File: config.mk
export PLATFORM = sky130hd
export DESIGN_NAME = tilt_pid_complementary
export DESIGN_NICKNAME = d
export VERILOG_FILES = /design/src/rtl/core/tpc_pkg.sv /design/src/rtl/core/tpc_ctrl.sv /design/src/rtl/core/tpc_datapath.sv /design/src/rtl/core/tilt_pid_complementary.sv
export SDC_FILE = /design/constraint.sdc
export NUM_CORES = 2
export LEC_CHECK = 0
export BUFFER_PORTS_ARGS = -buffer_cell sky130_fd_sc_hd__buf_2
export CORE_MARGIN = 4
export CORE_UTILIZATION = 30
export DETAILED_ROUTE_END_ITERATION = 12
export PLACE_DENSITY = 0.56
export RECOVER_POWER = 100
export SYNTH_ARGS = -nofsm -noshare
export SYNTH_HDL_FRONTEND = slang
export SYNTH_SLANG_ARGS = --single-unit
export TNS_END_PERCENT = 50
File: constraint.sdc
create_clock -name i_clk -period 10.8 [get_ports i_clk]
set_input_delay 0 -clock i_clk [delete_from_list [all_inputs] [get_ports i_clk]]
set_output_delay 0 -clock i_clk [all_outputs]
set_load 0.02 [all_outputs]
File: src/rtl/core/tpc_pkg.sv
// Shared types and constants for the tilt PID controller.
`timescale 1ns / 1ps

package tpc_pkg;

    localparam int ACC_W  = 48;
    localparam int PROD_W = 43;
    localparam int MA_W   = 25;
    localparam int MB_W   = 18;

    // dt = 0.1 in Q0.16
    localparam logic signed [MB_W-1:0] DT_Q16 = 18'sd6554;
    localparam logic [16:0] ALPHA_ONE = 17'd65536;
    localparam logic signed [25:0] INT_LIMIT_POS = 26'sd12800000;
    localparam logic signed [25:0] INT_LIMIT_NEG = -26'sd12800000;

    typedef enum logic [3:0] {
        ST_IDLE,
        ST_GDT,
        ST_PRED,
        ST_P,
        ST_ANG,
        ST_ADT,
        ST_INT,
        ST_KP,
        ST_DRV
    } t_state;

    typedef enum logic [2:0] {
        MUL_GYRO_DT,
        MUL_ALPHA_ACC,
        MUL_BETA_PRED,
        MUL_KD_GYRO,
        MUL_ANG_DT,
        MUL_KP_ANG,
        MUL_KI_INT
    } t_mul_sel;

    typedef enum logic [2:0] {
        REG_KP     = 3'd0,
        REG_KD     = 3'd1,
        REG_KI     = 3'd2,
        REG_ALPHA  = 3'd3,
        REG_OFFSET = 3'd4
    } t_reg_idx;

    typedef struct packed {
        logic     in_load;
        t_mul_sel mul_sel;
        logic     pred_en;
        logic     acc_ld16;
        logic     ang_en;
        logic     acc_ld8;
        logic     integ_en;
        logic     acc_add;
        logic     out_load;
    } t_cmd;

    typedef struct packed {
        logic out_busy;
    } t_status;

endpackage

File: src/rtl/core/tpc_ctrl.sv
// Sequencer that steps one sample through the shared multiplier.
`timescale 1ns / 1ps

module tpc_ctrl
    import tpc_pkg::*;
(
    input  logic    i_clk,
    input  logic    i_rst_n,
    input  logic    i_s_tvalid,
    output logic    o_s_tready,
    input  t_status i_status,
    output t_cmd    o_cmd
);

    t_state r_state;
    t_state n_state;
    logic   drv_done;
    logic   ready;

    assign drv_done = (r_state == ST_DRV) && !i_status.out_busy;
    assign ready    = (r_state == ST_IDLE) || drv_done;
    assign o_s_tready = ready;

    always_ff @(posedge i_clk) begin
        if (!i_rst_n) begin
            r_state <= ST_IDLE;
        end else begin
            r_state <= n_state;
        end
    end

    always_comb begin
        n_state = r_state;
        case (r_state)
            ST_IDLE: if (i_s_tvalid) n_state = ST_GDT;
            ST_GDT:  n_state = ST_PRED;
            ST_PRED: n_state = ST_P;
            ST_P:    n_state = ST_ANG;
            ST_ANG:  n_state = ST_ADT;
            ST_ADT:  n_state = ST_INT;
            ST_INT:  n_state = ST_KP;
            ST_KP:   n_state = ST_DRV;
            ST_DRV: begin
                // hold until the output register frees up
                if (drv_done) n_state = i_s_tvalid ? ST_GDT : ST_IDLE;
            end
            default: n_state = ST_IDLE;
        endcase
    end

    always_comb begin
        o_cmd          = '0;
        o_cmd.mul_sel  = MUL_GYRO_DT;
        o_cmd.in_load  = ready && i_s_tvalid;
        case (r_state)
            ST_PRED: begin
                o_cmd.mul_sel = MUL_ALPHA_ACC;
                o_cmd.pred_en = 1'b1;
            end
            ST_P: begin
                o_cmd.mul_sel  = MUL_BETA_PRED;
                o_cmd.acc_ld16 = 1'b1;
            end
            ST_ANG: begin
                o_cmd.mul_sel = MUL_KD_GYRO;
                o_cmd.ang_en  = 1'b1;
            end
            ST_ADT: begin
                o_cmd.mul_sel = MUL_ANG_DT;
                o_cmd.acc_ld8 = 1'b1;
            end
            ST_INT: begin
                o_cmd.mul_sel  = MUL_KP_ANG;
                o_cmd.integ_en = 1'b1;
            end
            ST_KP: begin
                o_cmd.mul_sel = MUL_KI_INT;
                o_cmd.acc_add = 1'b1;
            end
            ST_DRV: begin
                // keep the last product steady while stalled
                o_cmd.mul_sel  = MUL_KI_INT;
                o_cmd.out_load = drv_done;
            end
            default: ;
        endcase
    end

endmodule

File: src/rtl/core/tpc_datapath.sv
// Config registers, shared multiplier, accumulator, filter/PID state and output register.
`timescale 1ns / 1ps

module tpc_datapath
    import tpc_pkg::*;
(
    input  logic        i_clk,
    input  logic        i_rst_n,
    input  logic        i_cfg_we,
    input  logic [2:0]  i_cfg_index,
    input  logic [16:0] i_cfg_data,
    input  logic [31:0] i_s_tdata,
    input  t_cmd        i_cmd,
    output t_status     o_status,
    input  logic        i_m_tready,
    output logic        o_m_tvalid,
    output logic [87:0] o_m_tdata
);

    logic signed [15:0] r_kp, r_kd, r_ki, r_offset;
    logic [16:0]        r_alpha;

    logic signed [16:0]       r_accel;
    logic signed [15:0]       r_gyro;
    logic signed [24:0]       r_pred;
    logic signed [23:0]       r_est;
    logic signed [24:0]       r_integ;
    logic signed [PROD_W-1:0] r_prod;
    logic signed [ACC_W-1:0]  r_acc;

    logic               r_out_valid;
    logic signed [31:0] r_left, r_right;
    logic signed [23:0] r_tilt;

    logic [16:0]              alpha_eff, beta;
    logic signed [MA_W-1:0]   mul_a;
    logic signed [MB_W-1:0]   mul_b;
    logic signed [PROD_W-1:0] n_prod;
    logic signed [ACC_W-1:0]  prod_x, acc_sum;
    logic signed [PROD_W-1:0] prod_rnd16;
    logic signed [24:0]       n_pred;
    logic signed [23:0]       n_est;
    logic signed [25:0]       integ_sum;
    logic signed [24:0]       n_integ;
    logic signed [31:0]       drive, drive_neg;
    logic                     acc_fits;
    logic signed [16:0]       accel_in;
    logic signed [15:0]       gyro_in;

    assign accel_in = {i_s_tdata[15], i_s_tdata[15:0]};
    assign gyro_in  = i_s_tdata[31:16];

    always_ff @(posedge i_clk) begin
        if (!i_rst_n) begin
            r_kp     <= '0;
            r_kd     <= '0;
            r_ki     <= '0;
            r_alpha  <= '0;
            r_offset <= '0;
        end else if (i_cfg_we) begin
            case (i_cfg_index)
                REG_KP:     r_kp     <= i_cfg_data[15:0];
                REG_KD:     r_kd     <= i_cfg_data[15:0];
                REG_KI:     r_ki     <= i_cfg_data[15:0];
                REG_ALPHA:  r_alpha  <= i_cfg_data;
                REG_OFFSET: r_offset <= i_cfg_data[15:0];
                default: ;
            endcase
        end
    end

    assign alpha_eff = (r_alpha > ALPHA_ONE) ? ALPHA_ONE : r_alpha;
    assign beta      = ALPHA_ONE - alpha_eff;

    always_comb begin
        mul_a = {{9{r_gyro[15]}}, r_gyro};
        mul_b = DT_Q16;
        case (i_cmd.mul_sel)
            MUL_GYRO_DT: begin
                mul_a = {{9{r_gyro[15]}}, r_gyro};
                mul_b = DT_Q16;
            end
            MUL_ALPHA_ACC: begin
                mul_a = {{8{r_accel[16]}}, r_accel};
                mul_b = {1'b0, alpha_eff};
            end
            MUL_BETA_PRED: begin
                mul_a = r_pred;
                mul_b = {1'b0, beta};
            end
            MUL_KD_GYRO: begin
                mul_a = {{9{r_gyro[15]}}, r_gyro};
                mul_b = {{2{r_kd[15]}}, r_kd};
            end
            MUL_ANG_DT: begin
                mul_a = {r_est[23], r_est};
                mul_b = DT_Q16;
            end
            MUL_KP_ANG: begin
                mul_a = {r_est[23], r_est};
                mul_b = {{2{r_kp[15]}}, r_kp};
            end
            MUL_KI_INT: begin
                mul_a = r_integ;
                mul_b = {{2{r_ki[15]}}, r_ki};
            end
            default: ;
        endcase
    end

    assign n_prod = mul_a * mul_b;

    assign prod_x     = {{(ACC_W-PROD_W){r_prod[PROD_W-1]}}, r_prod};
    assign acc_sum    = r_acc + prod_x;
    assign acc_fits   = (acc_sum[47:39] == '0) || (acc_sum[47:39] == '1);
    assign prod_rnd16 = r_prod + 43'sd32768;

    // gyro prediction: previous estimate plus rounded gyro * dt
    assign n_pred = {r_est[23], r_est} + prod_rnd16[40:16];

    always_comb begin
        if (acc_fits) begin
            n_est = acc_sum[39:16];
        end else if (acc_sum[47]) begin
            n_est = 24'sh800000;
        end else begin
            n_est = 24'sh7FFFFF;
        end
    end

    assign integ_sum = {r_integ[24], r_integ} + {{5{prod_rnd16[36]}}, prod_rnd16[36:16]};

    always_comb begin
        if (integ_sum > INT_LIMIT_POS) begin
            n_integ = INT_LIMIT_POS[24:0];
        end else if (integ_sum < INT_LIMIT_NEG) begin
            n_integ = INT_LIMIT_NEG[24:0];
        end else begin
            n_integ = integ_sum[24:0];
        end
    end

    always_comb begin
        if (acc_fits) begin
            drive = acc_sum[39:8];
        end else if (acc_sum[47]) begin
            drive = 32'sh80000000;
        end else begin
            drive = 32'sh7FFFFFFF;
        end
        // negating the minimum saturates to the maximum
        drive_neg = (drive == 32'sh80000000) ? 32'sh7FFFFFFF : -drive;
    end

    always_ff @(posedge i_clk) begin
        r_prod <= n_prod;
        if (i_cmd.in_load) begin
            r_accel <= accel_in - {r_offset[15], r_offset};
            r_gyro  <= gyro_in;
        end
        if (i_cmd.pred_en) r_pred <= n_pred;
        if (i_cmd.acc_ld16) begin
            r_acc <= prod_x + 48'sd32768;
        end else if (i_cmd.acc_ld8) begin
            r_acc <= prod_x + 48'sd128;
        end else if (i_cmd.acc_add) begin
            r_acc <= acc_sum;
        end
        if (i_cmd.out_load) begin
            r_left  <= drive;
            r_right <= drive_neg;
            r_tilt  <= r_est;
        end
    end

    always_ff @(posedge i_clk) begin
        if (!i_rst_n) begin
            r_est       <= '0;
            r_integ     <= '0;
            r_out_valid <= 1'b0;
        end else begin
            if (i_cmd.ang_en)   r_est   <= n_est;
            if (i_cmd.integ_en) r_integ <= n_integ;
            if (i_cmd.out_load) begin
                r_out_valid <= 1'b1;
            end else if (i_m_tready) begin
                r_out_valid <= 1'b0;
            end
        end
    end

    assign o_status.out_busy = r_out_valid && !i_m_tready;
    assign o_m_tvalid = r_out_valid;
    assign o_m_tdata  = {r_tilt, r_right, r_left};

endmodule

File: src/rtl/core/tilt_pid_complementary.sv
// Top level of the tilt PID controller with complementary filter.
//
//  channel  direction  payload (lsb first)                     accepted when
//  s        in         accel_sample[15:0], gyro_rate[31:16]    i_s_tvalid & o_s_tready
//  m        out        left[31:0], right[63:32], tilt[87:64]   o_m_tvalid & i_m_tready
//  cfg      in         index[2:0], data[16:0]                  i_cfg_valid & o_cfg_ready
//
// Seven products go one per cycle through a single 25x18 multiplier, and the drive
// result lands in the output register last.
// A new sample is taken in the cycle the previous result is loaded.
// Synchronous active-low reset clears the angle estimate, the integral and all gains.
// If the prior result is still unread, the sequencer holds in its final step.
`timescale 1ns / 1ps

module tilt_pid_complementary
    import tpc_pkg::*;
(
    input  logic        i_clk,
    input  logic        i_rst_n,
    input  logic        i_s_tvalid,
    output logic        o_s_tready,
    input  logic [31:0] i_s_tdata,   // accel_sample[15:0], gyro_rate[31:16]
    output logic        o_m_tvalid,
    input  logic        i_m_tready,
    output logic [87:0] o_m_tdata,   // left_drive[31:0], right_drive[63:32], tilt_angle[87:64]
    input  logic        i_cfg_valid,
    output logic        o_cfg_ready,
    input  logic [2:0]  i_cfg_index,
    input  logic [16:0] i_cfg_data
);

    t_cmd    cmd;
    t_status status;

    assign o_cfg_ready = 1'b1;

    tpc_ctrl u_ctrl (
        .i_clk      (i_clk),
        .i_rst_n    (i_rst_n),
        .i_s_tvalid (i_s_tvalid),
        .o_s_tready (o_s_tready),
        .i_status   (status),
        .o_cmd      (cmd)
    );

    tpc_datapath u_datapath (
        .i_clk       (i_clk),
        .i_rst_n     (i_rst_n),
        .i_cfg_we    (i_cfg_valid),
        .i_cfg_index (i_cfg_index),
        .i_cfg_data  (i_cfg_data),
        .i_s_tdata   (i_s_tdata),
        .i_cmd       (cmd),
        .o_status    (status),
        .i_m_tready  (i_m_tready),
        .o_m_tvalid  (o_m_tvalid),
        .o_m_tdata   (o_m_tdata)
    );

endmodule
==> impl_metrics.ini <==
[status]
outcome = complete, but fails checks
failed_checks = max-capacitance violations, max-slew violations

[timing]
finalWorstPathRequiredPeriod_ns = 9.98
drv_slew = 309
finClkSkew_ns = 0.0411
finalSetupViolCount = 0
final_hold_viols = 0
timing.fmax_ghz = 0.100
fin_tns_setup_ns = 0
rsz_0062_raised_after_global_routing = false
timing.final.crit_share_pct = 92.4
max-slew-margin-rel_pct = -210
worst_slew_pin_slew_ns = 4.65

[global_routing]
wire_length_of_the_first_global_routing_pass_mm = 198
grt_start_max_net_pins = 90
grt-ovfl-total = 0
grt_util_met1_pct = 26.4
busiest_layer = met2
track_usage_pct = 19.4
groute.layer.met2.usage_pct = 31.7
number_of_global_route_vias_before_repair = 31957
number_of_antenna_violations_at_the_first_check_in_global_routing = 7
grtUsageMet3_pct = 3.58

[worst_setup_path]
slowest_stage = sky130_fd_sc_hd__inv_2
critical_path.max_stage_delay_ns = 0.76
critical_path.startpoint_type = flip-flop
worstReg2RegStart = u_ctrl.r_state[1]
critical_path_class = reg2reg
critPathRequiredTime_ns = 11.28
worstSetupStartpoint = u_ctrl.r_state[1]
worstRegToRegCells = 30
timing.critical_path.arrival_ns = 10.46
crit_path_max_fanout = 43
critical_path.most_common_cell = sky130_fd_sc_hd__fa_1
critical_path_sink_type = flip-flop

[placed_design]
gp_congestion = 0.947
numPortBuffers = 146
half_perimeter_wire_length_after_placement_mm = 103

[min_path]
hold_start = i_cfg_index[1]
timing.hold.worst.class = in2reg
worst_hold_path.num_cells = 4

[route]
routed_wl_mm = 128
initial_drc_count = 2930
dr.pass1.iters = 7
wire_per_inst_um = 20.7
drc = 0
vias_per_cell = 5.14
num_vias = 31872
ant_nets = 0

[logic_synthesis]
synth.yosys.warnings = 0
post-synth-top-area-fraction_pct = 23.5
ys_ff_latch = 372
synth.cell_area_um2 = 38000
ys.flop_type = sky130_fd_sc_hd__edfxtp_1
leading_cell_type_by_number_of_instances_after_synthesis = sky130_fd_sc_hd__nand2_1
synth.net_count = 5083
yosys-top-cells-count = 694 x sky130_fd_sc_hd__nand2_1, 637 x sky130_fd_sc_hd__inv_1, 445 x sky130_fd_sc_hd__fa_1, 293 x sky130_fd_sc_hd__a21oi_1, 286 x sky130_fd_sc_hd__nor2_1
async_flop_share_pct = 0
synth_instances = 4358
postSynthAreaPerCell_um2 = 8.71
synth_edf_count = 194
yosys.cell_types.count = 101
synth.top_cells.by_area = sky130_fd_sc_hd__fa_1 23%, sky130_fd_sc_hd__edfxtp_1 15%, sky130_fd_sc_hd__dfxtp_1 9.4%, sky130_fd_sc_hd__ha_1 7.3%, sky130_fd_sc_hd__nand2_1 6.9%
yosysSeqAreaShare_pct = 24.7
synthDominantAreaCellType = sky130_fd_sc_hd__fa_1

[floorplanning]
initial_core_util_pct = 30.2
placeableCoreArea_um2 = 126000
die_y_um = 364
std_cell_rows = 130
fp.dieArea_um2 = 132000
horiz_die_dim_um = 364
boundaryPins = 148

[clock_network]
clk_root_buffer_cell = sky130_fd_sc_hd__clkbuf_16
cts-root-to-sink-buffers = 3
cts_sinks = 372
clock_tree_from_tritoncts = yes
numCtsBuffers = 44
clkTransAtPathRegs_ns = 0.06
cts_htree_levels = 2
insertion_delay_ns = 0.61

[final_layout]
final_net_count = 5232
layout-drive-gt1-share_pct = 5.79
areaGrowthSynthToFinish_pct = 12.3

[job]
drv_cap = 7
[layer usage]
layer / vias up / share of wire (%)
met5: - / 0.010
met4: 2 / 2.8
met3: 189 / 7.7
met2: 1102 / 46
met1: 15804 / 44
li1: 14775 / -
[final timing paths]
kind	slack (ns)	end
min	0.06	u_datapath.r_kd[12]
max reg2reg	0.82	u_datapath.r_prod[42]
max	0.82	u_datapath.r_prod[42]
min reg2reg	0.45	u_datapath.r_offset[8]
[worst max-delay path, delay by kind of cell (launching register included)]
family	cells	cell delay [ns]
adder cells (fa/ha/maj)	7	3.51
AND/OR/NAND/NOR	8	1.99
AO/OA/AOI/OAI	6	1.87
buffers and inverters	8	1.59
flip-flops	1	0.70
XOR/XNOR	1	0.16
[final cells by class]
class / count / area, um2
fillers: 13120 / 83100
flip-flops and latches: 372 / 9390
well taps: 1650 / 2060
diodes: 2 / 5.00
repair buffers: 292 / 1800
multi-input cells: 3157 / 25400
inverters: 640 / 2400
clock inverters: 23 / 300
clock buffers: 59 / 1230
[repair_timing]
| action | 4_1_cts | 5_1_grt |
|---|---|---|
| setup buffers | 0 | 0 |
| hold buffers | 56 | 0 |
| resized for setup | 0 | 4 |
| setup endpoints to repair | 0 | 8 |
| hold endpoints to repair | 124 | 0 |
[flip-flops by register name, summed over array words and instances (netlist names)]
name	cells
u_ctrl.r_state	4
u_datapath.o_m_tvalid	1
u_datapath.r_acc	48
u_datapath.r_accel	17
u_datapath.r_alpha	17
u_datapath.r_est	24
u_datapath.r_gyro	16
u_datapath.r_integ	25
u_datapath.r_kd	16
u_datapath.r_ki	16
u_datapath.r_kp	16
u_datapath.r_left	32
u_datapath.r_offset	16
u_datapath.r_pred	25
u_datapath.r_prod	43
u_datapath.r_right	32
u_datapath.r_tilt	24
[cell families after synthesis]
logic type / share of synthesized area [%]
flops: 24.7
mux: 0.270
buf+inv: 8.30
simple gates: 16.8
other cells: 0.00988
fa+ha+maj: 30.8
xor+xnor: 3.85
compound gates: 15.2
[placed cells by master, fill, tap and decap left out, drive strengths merged, types with 130 or more instances in the layout]
cell type,n
o21ai,182
inv,643
buf,130
clkbuf,165
nor2,286
nand2,695
fa,445
dfxtp,178
ha,223
a21oi,294
edfxtp,194
[stage by stage]
stage          hold slack [ns]  setup slack (ns)  cell area [um2]  util, %  cells
2_1_floorplan           0.0989              2.04            38000        -   4358
3_3_place_gp             0.176             0.645            40800     32.4   6055
6_report                0.0611             0.817            42600     33.9   6195
3_5_place_dp             0.179             0.560            40800     32.4   6055
4_1_cts                 0.0239             0.506            42900     34.1   6193
5_1_grt                 0.0766            0.0841            42600     33.9   6193
Power is not shown: default switching activity piles up to over one toggle a cycle in this logic, so the estimate is an artifact.
